==> src/nct_pkg.sv <==
// Types and codes shared by the nested comment tokenizer modules.
package nct_pkg;

    typedef struct packed {
        logic [7:0] in_byte;
        logic       source_error;
    } in_t;

    typedef struct packed {
        logic [1:0] kind;
        logic [3:0] token_type;
        logic [7:0] text_byte;
        logic [2:0] event_code;
        logic       last;
    } out_t;

    localparam int RES_MAX = 4;

    // All results caused by one input word, in order; cnt runs from 1 to RES_MAX.
    typedef struct packed {
        out_t [RES_MAX-1:0] res;
        logic [2:0]         cnt;
    } bundle_t;

    localparam logic [1:0] KIND_TEXT  = 2'd0;
    localparam logic [1:0] KIND_END   = 2'd1;
    localparam logic [1:0] KIND_EVENT = 2'd2;

    localparam logic [3:0] TT_EOF    = 4'd0;
    localparam logic [3:0] TT_PREFIX = 4'd1;
    localparam logic [3:0] TT_LPAREN = 4'd2;
    localparam logic [3:0] TT_LBRACK = 4'd3;
    localparam logic [3:0] TT_LBRACE = 4'd4;
    localparam logic [3:0] TT_RPAREN = 4'd5;
    localparam logic [3:0] TT_RBRACK = 4'd6;
    localparam logic [3:0] TT_RBRACE = 4'd7;
    localparam logic [3:0] TT_SHORT  = 4'd8;
    localparam logic [3:0] TT_LONG   = 4'd9;
    localparam logic [3:0] TT_ERROR  = 4'd10;

    localparam logic [2:0] EV_NONE          = 3'd0;
    localparam logic [2:0] EV_BAD_CHAR      = 3'd1;
    localparam logic [2:0] EV_UNCLOSED_CMT  = 3'd2;
    localparam logic [2:0] EV_UNCLOSED_LONG = 3'd3;
    localparam logic [2:0] EV_SOURCE_ERR    = 3'd4;

    localparam int CFG_IDX_W  = 1;
    localparam int CFG_DATA_W = 64;
    localparam logic [CFG_IDX_W-1:0] REG_PREFIX_LOW  = 1'b0;
    localparam logic [CFG_IDX_W-1:0] REG_PREFIX_HIGH = 1'b1;

    localparam int MAX_NEST_DEPTH = 255;
    localparam logic [7:0] NEST_LIMIT = 8'((MAX_NEST_DEPTH < 255) ? MAX_NEST_DEPTH : 255);

endpackage

==> src/nested_comment_tokenizer.sv <==
// Top level of the nested comment tokenizer: front end, bundle queue and output stage.
//
//   Port group   Direction  Handshake        Word
//   s_           in         s_valid/s_ready  one source byte and its read-failure flag
//   m_           out        m_valid/m_ready  one token text byte, token end or diagnostic
//   cfg_         in         cfg_we           prefix mask write, no read-back
//
// The front end takes one source word every cycle while the queue has room; all of its
// results are formed in that cycle. The output stage sends one result word per cycle
// while m_ready allows; QUEUE_DEPTH bundles absorb the bursts of words with many results.
// Results go through the queue, the bundle register and the output register in turn.
// Reset is synchronous and clears the lexer state, the prefix masks and the queue.
module nested_comment_tokenizer #(
    parameter int QUEUE_DEPTH = 4
) (
    input  logic                           aclk,
    input  logic                           aresetn,
    input  logic                           s_valid,
    output logic                           s_ready,
    input  nct_pkg::in_t                   s_data,
    output logic                           m_valid,
    input  logic                           m_ready,
    output nct_pkg::out_t                  m_data,
    input  logic                           cfg_we,
    input  logic [nct_pkg::CFG_IDX_W-1:0]  cfg_index,
    input  logic [nct_pkg::CFG_DATA_W-1:0] cfg_wdata
);
    import nct_pkg::*;

    logic    push_valid, push_ready;
    bundle_t push_data;
    logic    pop_valid, pop_ready;
    bundle_t pop_data;

    nct_front u_front (
        .aclk       (aclk),
        .aresetn    (aresetn),
        .s_valid    (s_valid),
        .s_ready    (s_ready),
        .s_data     (s_data),
        .cfg_we     (cfg_we),
        .cfg_index  (cfg_index),
        .cfg_wdata  (cfg_wdata),
        .push_valid (push_valid),
        .push_ready (push_ready),
        .push_data  (push_data)
    );

    nct_queue #(
        .DEPTH (QUEUE_DEPTH)
    ) u_queue (
        .aclk       (aclk),
        .aresetn    (aresetn),
        .push_valid (push_valid),
        .push_ready (push_ready),
        .push_data  (push_data),
        .pop_valid  (pop_valid),
        .pop_ready  (pop_ready),
        .pop_data   (pop_data)
    );

    nct_back u_back (
        .aclk      (aclk),
        .aresetn   (aresetn),
        .pop_valid (pop_valid),
        .pop_ready (pop_ready),
        .pop_data  (pop_data),
        .m_valid   (m_valid),
        .m_ready   (m_ready),
        .m_data    (m_data)
    );

endmodule

==> src/nct_front.sv <==
// Front end: accepts source words, runs the lexer state machine and builds result bundles.
module nct_front (
    input  logic                              aclk,
    input  logic                              aresetn,
    input  logic                              s_valid,
    output logic                              s_ready,
    input  nct_pkg::in_t                      s_data,
    input  logic                              cfg_we,
    input  logic [nct_pkg::CFG_IDX_W-1:0]     cfg_index,
    input  logic [nct_pkg::CFG_DATA_W-1:0]    cfg_wdata,
    output logic                              push_valid,
    input  logic                              push_ready,
    output nct_pkg::bundle_t                  push_data
);
    import nct_pkg::*;

    typedef enum logic [3:0] {
        ST_BEGIN      = 4'd0,
        ST_PB_P       = 4'd1,
        ST_PB_B       = 4'd2,
        ST_PB_C       = 4'd3,
        ST_CMT_OPEN   = 4'd4,
        ST_LINE_CMT   = 4'd5,
        ST_BLOCK_CMT  = 4'd6,
        ST_BLOCK_SEMI = 4'd7,
        ST_SHORT      = 4'd8,
        ST_LONG       = 4'd9,
        ST_LONG_BAR   = 4'd10
    } state_t;

    typedef struct packed {
        state_t     st;
        logic [7:0] depth;
        logic       ended;
        logic       failed;
        logic       again;
        logic [1:0] cnt;
        out_t [1:0] res;
    } step_t;

    localparam logic [7:0] CH_EOF    = 8'h00;
    localparam logic [7:0] CH_NL     = 8'h0a;
    localparam logic [7:0] CH_SPACE  = 8'h20;
    localparam logic [7:0] CH_BANG   = 8'h21;
    localparam logic [7:0] CH_HASH   = 8'h23;
    localparam logic [7:0] CH_LPAREN = 8'h28;
    localparam logic [7:0] CH_RPAREN = 8'h29;
    localparam logic [7:0] CH_COMMA  = 8'h2c;
    localparam logic [7:0] CH_SEMI   = 8'h3b;
    localparam logic [7:0] CH_EQ     = 8'h3d;
    localparam logic [7:0] CH_AT     = 8'h40;
    localparam logic [7:0] CH_LBRACK = 8'h5b;
    localparam logic [7:0] CH_RBRACK = 8'h5d;
    localparam logic [7:0] CH_LBRACE = 8'h7b;
    localparam logic [7:0] CH_BAR    = 8'h7c;
    localparam logic [7:0] CH_RBRACE = 8'h7d;
    localparam logic [7:0] CH_DEL    = 8'h7f;

    state_t     state_reg, state_next;
    logic [7:0] depth_reg, depth_next;
    logic       ended_reg, ended_next;
    logic       failed_reg, failed_next;
    logic [CFG_DATA_W-1:0] mask_low_reg, mask_high_reg;

    step_t      step1, step2;
    bundle_t    bundle;
    logic [2:0] n_res;
    logic       live;
    logic       bad_ctrl;

    function automatic out_t mk(input logic [1:0] k, input logic [3:0] t,
                                input logic [7:0] x, input logic [2:0] e);
        out_t o;
        o.kind       = k;
        o.token_type = t;
        o.text_byte  = x;
        o.event_code = e;
        o.last       = 1'b0;
        return o;
    endfunction

    function automatic logic [3:0] bracket_type(input logic [7:0] b);
        logic [3:0] t;
        case (b)
            CH_LPAREN: t = TT_LPAREN;
            CH_LBRACK: t = TT_LBRACK;
            CH_LBRACE: t = TT_LBRACE;
            CH_RPAREN: t = TT_RPAREN;
            CH_RBRACK: t = TT_RBRACK;
            CH_RBRACE: t = TT_RBRACE;
            default:   t = TT_EOF;
        endcase
        return t;
    endfunction

    function automatic logic ends_short(input logic [7:0] b);
        logic in_set;
        logic is_elem;
        in_set  = (b == CH_BANG) || (b == CH_AT) || (b == CH_HASH) || (b == CH_LPAREN)
               || (b == CH_LBRACK) || (b == CH_LBRACE) || (b == CH_RBRACE)
               || (b == CH_RBRACK) || (b == CH_RPAREN) || (b == CH_SEMI)
               || (b == CH_COMMA);
        is_elem = b[7] || ((b > CH_SPACE) && (b < CH_DEL));
        return in_set || !is_elem;
    endfunction

    // One pass of the lexer over a byte; at most two results.
    function automatic step_t lex_step(input state_t st, input logic [7:0] depth,
                                       input logic [7:0] b, input logic [127:0] mask);
        step_t      r;
        logic [3:0] off;
        logic       is_pfx;
        logic       ignored;
        r        = '0;
        r.st     = st;
        r.depth  = depth;
        off      = (st == ST_PB_P) ? 4'd0 : ((st == ST_PB_B) ? 4'd1 : 4'd2);
        is_pfx   = (b != CH_EOF) && !b[7] && mask[b[6:0]];
        ignored  = !b[7] && ((b <= CH_SPACE) || (b == CH_DEL) || (b == CH_COMMA));
        case (st)
            ST_PB_P, ST_PB_B, ST_PB_C: begin
                r.st = ST_BEGIN;
                if (b == CH_LPAREN) begin
                    r.res[0] = mk(KIND_END, TT_LPAREN + off, 8'h00, EV_NONE);
                    r.cnt    = 2'd1;
                end else if (b == CH_RPAREN) begin
                    r.res[0] = mk(KIND_END, TT_RPAREN + off, 8'h00, EV_NONE);
                    r.cnt    = 2'd1;
                end else begin
                    r.res[0] = mk(KIND_EVENT, TT_EOF, 8'h00, EV_BAD_CHAR);
                    r.cnt    = 2'd1;
                    if (b == CH_EOF) begin
                        r.res[1] = mk(KIND_END, TT_EOF, 8'h00, EV_NONE);
                        r.cnt    = 2'd2;
                        r.ended  = 1'b1;
                    end
                end
            end
            ST_CMT_OPEN, ST_LINE_CMT: begin
                if (b == CH_NL) begin
                    r.st = ST_BEGIN;
                end else if (b == CH_EOF) begin
                    r.res[0] = mk(KIND_END, TT_EOF, 8'h00, EV_NONE);
                    r.cnt    = 2'd1;
                    r.ended  = 1'b1;
                end else if ((st == ST_CMT_OPEN) && (b == CH_SEMI)) begin
                    r.st    = ST_BLOCK_CMT;
                    r.depth = 8'd0;
                end else begin
                    r.st = ST_LINE_CMT;
                end
            end
            ST_BLOCK_CMT, ST_BLOCK_SEMI: begin
                if (b == CH_EOF) begin
                    r.res[0] = mk(KIND_EVENT, TT_EOF, 8'h00, EV_UNCLOSED_CMT);
                    r.res[1] = mk(KIND_END, TT_EOF, 8'h00, EV_NONE);
                    r.cnt    = 2'd2;
                    r.ended  = 1'b1;
                end else if (st == ST_BLOCK_CMT) begin
                    if (b == CH_SEMI) begin
                        r.st = ST_BLOCK_SEMI;
                    end
                end else begin
                    r.st = ST_BLOCK_CMT;
                    if (b == CH_SEMI) begin
                        if (depth < NEST_LIMIT) begin
                            r.depth = depth + 8'd1;
                        end
                    end else if (b == CH_EQ) begin
                        if (depth == 8'd0) begin
                            r.st = ST_BEGIN;
                        end else begin
                            r.depth = depth - 8'd1;
                        end
                    end
                end
            end
            ST_SHORT: begin
                r.cnt = 2'd1;
                if (!ends_short(b)) begin
                    r.res[0] = mk(KIND_TEXT, TT_SHORT, b, EV_NONE);
                end else begin
                    r.res[0] = mk(KIND_END, TT_SHORT, 8'h00, EV_NONE);
                    r.st     = ST_BEGIN;
                    r.again  = 1'b1;
                end
            end
            ST_LONG: begin
                if (b == CH_BAR) begin
                    r.st = ST_LONG_BAR;
                end else if (b == CH_EOF) begin
                    r.res[0] = mk(KIND_EVENT, TT_EOF, 8'h00, EV_UNCLOSED_LONG);
                    r.res[1] = mk(KIND_END, TT_ERROR, 8'h00, EV_NONE);
                    r.cnt    = 2'd2;
                    r.failed = 1'b1;
                end else begin
                    r.res[0] = mk(KIND_TEXT, TT_LONG, b, EV_NONE);
                    r.cnt    = 2'd1;
                end
            end
            ST_LONG_BAR: begin
                r.cnt = 2'd1;
                if (b == CH_BAR) begin
                    // A doubled bar stands for one bar inside the element.
                    r.res[0] = mk(KIND_TEXT, TT_LONG, CH_BAR, EV_NONE);
                    r.st     = ST_LONG;
                end else begin
                    r.res[0] = mk(KIND_END, TT_LONG, 8'h00, EV_NONE);
                    r.st     = ST_BEGIN;
                    r.again  = 1'b1;
                end
            end
            default: begin
                r.st = ST_BEGIN;
                if (b == CH_EOF) begin
                    r.res[0] = mk(KIND_END, TT_EOF, 8'h00, EV_NONE);
                    r.cnt    = 2'd1;
                    r.ended  = 1'b1;
                end else if (is_pfx) begin
                    r.res[0] = mk(KIND_TEXT, TT_PREFIX, b, EV_NONE);
                    r.res[1] = mk(KIND_END, TT_PREFIX, 8'h00, EV_NONE);
                    r.cnt    = 2'd2;
                end else if (b == CH_BANG) begin
                    r.st = ST_PB_P;
                end else if (b == CH_AT) begin
                    r.st = ST_PB_B;
                end else if (b == CH_HASH) begin
                    r.st = ST_PB_C;
                end else if (bracket_type(b) != TT_EOF) begin
                    r.res[0] = mk(KIND_END, bracket_type(b), 8'h00, EV_NONE);
                    r.cnt    = 2'd1;
                end else if (b == CH_SEMI) begin
                    r.st = ST_CMT_OPEN;
                end else if (ignored) begin
                    r.st = ST_BEGIN;
                end else if (b == CH_BAR) begin
                    r.st = ST_LONG;
                end else begin
                    r.st     = ST_SHORT;
                    r.res[0] = mk(KIND_TEXT, TT_SHORT, b, EV_NONE);
                    r.cnt    = 2'd1;
                end
            end
        endcase
        return r;
    endfunction

    assign s_ready  = push_ready;
    assign live     = s_valid && s_ready && !ended_reg && !failed_reg;
    assign bad_ctrl = (s_data.in_byte != CH_EOF)
                   && ((s_data.in_byte < CH_SPACE) || (s_data.in_byte == CH_DEL))
                   && !((s_data.in_byte >= 8'h09) && (s_data.in_byte <= 8'h0d));

    always_comb begin
        step1 = lex_step(state_reg, depth_reg, s_data.in_byte, {mask_high_reg, mask_low_reg});
        // The second pass only counts when the first one ended an element.
        step2 = lex_step(step1.st, step1.depth, s_data.in_byte, {mask_high_reg, mask_low_reg});
        bundle      = '0;
        n_res       = 3'd0;
        state_next  = state_reg;
        depth_next  = depth_reg;
        ended_next  = ended_reg;
        failed_next = failed_reg;
        if (s_data.source_error) begin
            bundle.res[0] = mk(KIND_EVENT, TT_EOF, 8'h00, EV_SOURCE_ERR);
            bundle.res[1] = mk(KIND_END, TT_ERROR, 8'h00, EV_NONE);
            n_res         = 3'd2;
            failed_next   = 1'b1;
        end else begin
            if (bad_ctrl) begin
                bundle.res[0] = mk(KIND_EVENT, TT_EOF, 8'h00, EV_BAD_CHAR);
                n_res         = 3'd1;
            end
            if (step1.cnt > 2'd0) begin
                bundle.res[n_res[1:0]] = step1.res[0];
                n_res = n_res + 3'd1;
            end
            if (step1.cnt > 2'd1) begin
                bundle.res[n_res[1:0]] = step1.res[1];
                n_res = n_res + 3'd1;
            end
            if (step1.again) begin
                if (step2.cnt > 2'd0) begin
                    bundle.res[n_res[1:0]] = step2.res[0];
                    n_res = n_res + 3'd1;
                end
                if (step2.cnt > 2'd1) begin
                    bundle.res[n_res[1:0]] = step2.res[1];
                    n_res = n_res + 3'd1;
                end
                state_next  = step2.st;
                depth_next  = step2.depth;
                ended_next  = step2.ended;
                failed_next = step2.failed;
            end else begin
                state_next  = step1.st;
                depth_next  = step1.depth;
                ended_next  = step1.ended;
                failed_next = step1.failed;
            end
        end
        if (n_res != 3'd0) begin
            bundle.res[2'(n_res - 3'd1)].last = 1'b1;
        end
        bundle.cnt = n_res;
    end

    assign push_valid = live && (n_res != 3'd0);
    assign push_data  = bundle;

    always_ff @(posedge aclk) begin
        if (!aresetn) begin
            state_reg     <= ST_BEGIN;
            depth_reg     <= 8'd0;
            ended_reg     <= 1'b0;
            failed_reg    <= 1'b0;
            mask_low_reg  <= '0;
            mask_high_reg <= '0;
        end else begin
            if (live) begin
                state_reg  <= state_next;
                depth_reg  <= depth_next;
                ended_reg  <= ended_next;
                failed_reg <= failed_next;
            end
            if (cfg_we) begin
                case (cfg_index)
                    REG_PREFIX_LOW:  mask_low_reg  <= cfg_wdata;
                    REG_PREFIX_HIGH: mask_high_reg <= cfg_wdata;
                    default: ;
                endcase
            end
        end
    end

endmodule

==> src/nct_queue.sv <==
// Short queue of result bundles between the lexer front end and the output stage.
module nct_queue #(
    parameter int DEPTH = 4
) (
    input  logic             aclk,
    input  logic             aresetn,
    input  logic             push_valid,
    output logic             push_ready,
    input  nct_pkg::bundle_t push_data,
    output logic             pop_valid,
    input  logic             pop_ready,
    output nct_pkg::bundle_t pop_data
);
    import nct_pkg::*;

    localparam int PTR_W = (DEPTH > 1) ? $clog2(DEPTH) : 1;
    localparam int CNT_W = $clog2(DEPTH + 1);
    localparam logic [PTR_W-1:0] LAST_PTR = PTR_W'(DEPTH - 1);
    localparam logic [CNT_W-1:0] FULL_CNT = CNT_W'(DEPTH);

    bundle_t          mem_reg [DEPTH];
    logic [PTR_W-1:0] wr_ptr_reg, wr_ptr_next;
    logic [PTR_W-1:0] rd_ptr_reg, rd_ptr_next;
    logic [CNT_W-1:0] count_reg, count_next;
    logic             do_push, do_pop;

    assign push_ready = (count_reg != FULL_CNT);
    assign pop_valid  = (count_reg != '0);
    assign pop_data   = mem_reg[rd_ptr_reg];
    assign do_push    = push_valid && push_ready;
    assign do_pop     = pop_valid && pop_ready;

    always_comb begin
        wr_ptr_next = wr_ptr_reg;
        rd_ptr_next = rd_ptr_reg;
        if (do_push) begin
            wr_ptr_next = (wr_ptr_reg == LAST_PTR) ? '0 : wr_ptr_reg + 1'b1;
        end
        if (do_pop) begin
            rd_ptr_next = (rd_ptr_reg == LAST_PTR) ? '0 : rd_ptr_reg + 1'b1;
        end
        count_next = count_reg + CNT_W'(do_push) - CNT_W'(do_pop);
    end

    always_ff @(posedge aclk) begin
        if (!aresetn) begin
            wr_ptr_reg <= '0;
            rd_ptr_reg <= '0;
            count_reg  <= '0;
        end else begin
            wr_ptr_reg <= wr_ptr_next;
            rd_ptr_reg <= rd_ptr_next;
            count_reg  <= count_next;
        end
    end

    always_ff @(posedge aclk) begin
        if (do_push) begin
            mem_reg[wr_ptr_reg] <= push_data;
        end
    end

endmodule

==> src/nct_back.sv <==
// Output stage: unpacks each bundle into single result words behind an output register.
module nct_back (
    input  logic             aclk,
    input  logic             aresetn,
    input  logic             pop_valid,
    output logic             pop_ready,
    input  nct_pkg::bundle_t pop_data,
    output logic             m_valid,
    input  logic             m_ready,
    output nct_pkg::out_t    m_data
);
    import nct_pkg::*;

    bundle_t    cur_reg, cur_next;
    logic       cur_valid_reg, cur_valid_next;
    logic [1:0] idx_reg, idx_next;
    logic       m_valid_reg, m_valid_next;
    out_t       m_data_reg, m_data_next;
    logic       out_load, cur_done;

    always_comb begin
        out_load  = cur_valid_reg && (!m_valid_reg || m_ready);
        cur_done  = out_load && ({1'b0, idx_reg} == (cur_reg.cnt - 3'd1));
        // A new bundle moves in as soon as the last word of the current one leaves.
        pop_ready = !cur_valid_reg || cur_done;

        cur_next       = cur_reg;
        cur_valid_next = cur_valid_reg;
        idx_next       = idx_reg;
        if (pop_valid && pop_ready) begin
            cur_next       = pop_data;
            cur_valid_next = 1'b1;
            idx_next       = 2'd0;
        end else if (cur_done) begin
            cur_valid_next = 1'b0;
        end else if (out_load) begin
            idx_next = idx_reg + 2'd1;
        end

        m_valid_next = m_valid_reg;
        m_data_next  = m_data_reg;
        if (out_load) begin
            m_valid_next = 1'b1;
            m_data_next  = cur_reg.res[idx_reg];
        end else if (m_ready) begin
            m_valid_next = 1'b0;
        end
    end

    always_ff @(posedge aclk) begin
        if (!aresetn) begin
            cur_valid_reg <= 1'b0;
            idx_reg       <= 2'd0;
            m_valid_reg   <= 1'b0;
        end else begin
            cur_valid_reg <= cur_valid_next;
            idx_reg       <= idx_next;
            m_valid_reg   <= m_valid_next;
        end
        cur_reg    <= cur_next;
        m_data_reg <= m_data_next;
    end

    assign m_valid = m_valid_reg;
    assign m_data  = m_data_reg;

endmodule

==> config.mk <==
export PLATFORM = sky130hd
export DESIGN_NAME = nested_comment_tokenizer
export DESIGN_NICKNAME = d
export VERILOG_FILES = /design/src/nct_pkg.sv /design/src/nested_comment_tokenizer.sv /design/src/nct_front.sv /design/src/nct_queue.sv /design/src/nct_back.sv
export SDC_FILE = /design/constraint.sdc
export NUM_CORES = 1
export LEC_CHECK = 0
export BUFFER_PORTS_ARGS = -buffer_cell sky130_fd_sc_hd__buf_2
export CAP_MARGIN = 20
export CORE_UTILIZATION = 62
export CTS_CLUSTER_SIZE = 20
export DETAILED_ROUTE_END_ITERATION = 16
export PLACE_DENSITY = 0.8
export SYNTH_ARGS = -nofsm -noshare
export SYNTH_HDL_FRONTEND = slang
export SYNTH_SLANG_ARGS = --single-unit
==> constraint.sdc <==
create_clock -name aclk -period 10.7 [get_ports aclk]
set_input_delay 1.07 -clock aclk [delete_from_list [all_inputs] [get_ports aclk]]
set_output_delay 1.07 -clock aclk [all_outputs]
set_load 0.005 [all_outputs]
==> impl_results.md <==
- Run status: completed
- P per Cell Area: 230 nW/µm²
- Seq. cell area: 14400 µm²
- Seq pwr share: 47.3%
- WL/cell: between 20 and 25 µm
- Via/cell ratio: 6.19
- Hold Crit Class: reg -> reg
- Row count: 70
- Gr usage total: roughly 30%
- Unrepaired setup endpoints after global routing: no
- Top layer in use: met4
- Commonest cells post-synth: edfxtp_1, nand2_1, dfxtp_1
- Remaining DRCs: 0
- Overflow after GRT: 0
- Leak: between 9 and 10 nW
- Met2 wire len: about 29000 µm
- Post-CTS Setup Inserts: 0
- RePlAce Congestion: 0.921
- Resize count post-CTS: 0
- Synthesized cell area: about 23000 µm²
- Yosys cell types: 85
- Worst r2r src: u_front.state_reg[2]
- Post-synth top area cell: edfxtp_1
- Worst slew pin tran: 1080 ps
- Startpoint class of the critical path: input pin
- Crit path required time: 10990 ps
- Internal: 4.34 mW
- Port bufs: 98
- Yosys top cell area share: 48.4%
- Setup CP Type: in -> reg
- Chip width: just under 200 µm
- Sw Pwr: about 1.7 mW
- Final period utilization: approximately four fifths
- Max_slew headroom: 27.9%
- Slowest-stage cell, CP: and2_4
- Clock transition at path regs: 60 ps
- Critical Path AT: 8780 ps
- CTS tree: yes
- Setup TNS: 0 ps
- Final setup violation count: 0
- EDFF count, synth: 378
- Die Y: a little under 200 µm
- Sequential fraction of the synthesis area: 61.5%
- DP Wirelength: 35100 µm
- Final Util: roughly 71%
- Switching Share: about 28%
- CP Max Fanout: 53
- Hold wc startpoint: u_front.mask_high_reg[34]
- Worst path cell trace: buf_2 > buf_4 > mux2i_1 > a22oi_1 > a31oi_1 > o211ai_1 > o31ai_1 > or2_2 > nor2_1 > or2_0 > nor3_2 > inv_1 > ha_1 > xor2_2 > ha_1 > nand2_1 > o21ai_0 > ha_1 > o21a_1 > a2111oi_2 > a311oi_2 > a31oi_4 > and2_4 > buf_4
- Fmax: 118 MHz
- Share of cells above drive strength 1: 17.6%
- # H-tree levels: 2
- Clock buffer depth: 3
- WL met3: 3600 µm
- Final Hold Viols: 0
- 1st-iter DRT viols: 1199
- Routed WL: between 50000 and 60000 µm
- Most used cell along the critical path: ha_1
- Count leader, synth: edfxtp_1
- Layout area overhead: 11.6%
- Finished Cell Area: 26200 µm²
- Starting density of the core: 63.5%
- CP endpoint kind: flip-flop
- Vias: 15143
- Multi-input gate area: ~8600 µm²
- Antenna Cells: 0
- Post-route ant nets: 0
- Synth Flop Type: edfxtp_1
- Hold_buf cts: 0
- Pre-antenna DRT Iters: 6
- Max-slew violations: 0
- Met1 WL: around 22000 µm
- Max stage delay on crit path: 710 ps
- Peak VDD IR: 0.142 mV
- Fillers: 2538
- Largest net degree at the start of global routing: 131
- Fraction of registers with async set/reset: 0%
- Synthesized area per cell: about 13 µm²
- Synth Register Bits: 531
- Largest register FFs: 288
- Die ar.: 38600 µm²
- Maxcap violations: 0
- Syn. warnings: 0
- Placed inst area: roughly 24000 µm²
- Vias in the first global route: 15108
- IO Pins: 99
- Cts bufs inserted: 53
- CP Launch Point: s_data[2]
- Dominant cells by area after synthesis: edfxtp_1, dfxtp_1, mux4_2
- Root Buffer: clkbuf_16
- Tmin final: 8490 ps
- Initial antenna violation count: 0
- Clk network pwr share: 30.4%
- Worst Clk Skew: 22.3 ps
- Clock sinks: 531
- Synth Instances: approximately 1800
- NumNets Final: 2002
- Clk_lat worst skew: 600 ps
- Combinational power share: around 22%
- Core Footprint: roughly 37000 µm²
- First-pass GRT wire length: 86500 µm
layer usage:
layer / global-route usage [%] / up-vias
li1: - / 6919
met2: 52.3 / 590
met5: 0 / -
met3: 5.29 / 123
met1: 37.2 / 7511
met4: 10.7 / 0
cells in the final DEF (no fill, tap or decap), types with 8 or more instances in the layout:
master	Yosys	routed
a211oi_1	12	12
a21boi_0	131	131
a21o_1	11	11
a21oi_1	49	49
a22oi_1	21	21
a31oi_1	11	11
and2_1	34	29
and3_1	11	11
buf_2	8	97
buf_4	7	19
clkbuf_1	82	13
clkbuf_16	0	55
clkinv_1	1	10
clkinv_2	0	9
conb_1	1	28
dfxtp_1	153	151
edfxtp_1	378	378
ha_1	23	23
inv_1	30	30
mux2i_1	43	43
mux4_2	105	105
nand2_1	334	333
nand3_1	29	29
nor2_1	82	82
nor2b_1	16	14
nor3_1	21	21
nor4_1	8	8
o21ai_0	43	43
o22ai_1	8	8
xnor2_1	8	8
critical path, delay by kind of cell:
family | cells | cell delay (ps)
XOR/XNOR | 1 | 330
multiplexers | 1 | 270
AND/OR/NAND/NOR | 6 | 2320
AO/OA/AOI/OAI | 9 | 2250
adder cells (fa/ha/maj) | 3 | 940
buffers and inverters | 4 | 1540
final cells by class:
type                            count  area share [%]
Multi-Input combinational cell   1161            32.7
Clock inverter                     27           0.922
Timing Repair Buffer              121            2.78
Clock buffer                       72            5.65
Inverter                           31           0.444
Sequential cell                   531            55.1
Tap cell                          504            2.41
worst paths after layout:
| check | end | slack (ps) | cells past startpoint |
|---|---|---|---|
| max reg2reg | u_queue.mem_reg[3][33] | 3000 | 22 |
| min | u_front.mask_high_reg[34] | 460 | 2 |
| max | u_queue.mem_reg[3][33] | 2210 | 24 |
| min reg2reg | u_front.mask_high_reg[34] | 460 | 2 |
per-stage QoR:
stage	total power, mW	hold WS, ps	std cells	worst slack (ps)
global placement	4.16	446	2346	1980
floorplan	3.80	440	1837	2320
CTS	6.07	466	2447	2260
global route	6.27	485	2447	1600
detailed placement	4.22	458	2348	1650
finish	6.03	464	2447	2210
power by group through the flow:
stage | clock network, mW | logic, mW | registers [mW]
global placement | 0 | 1.31 | 2.85
global route | 1.92 | 1.46 | 2.88
finish | 1.83 | 1.35 | 2.85
CTS | 1.85 | 1.36 | 2.86
detailed placement | 0 | 1.34 | 2.88
floorplan | 0 | 0.989 | 2.81
logic make-up (layout without fill, tap and decap cells):
family	after synthesis	in the layout	share of synthesized area (%)
simple gates	592	592	11.3
flops	531	531	61.5
compound gates	354	354	10.8
mux	150	150	12.0
buf+inv	145	251	2.58
fa+ha+maj	24	24	1.31
xor+xnor	13	13	0.517
other cells	1	28	0.0160
Power figures use the tool's default switching activity.
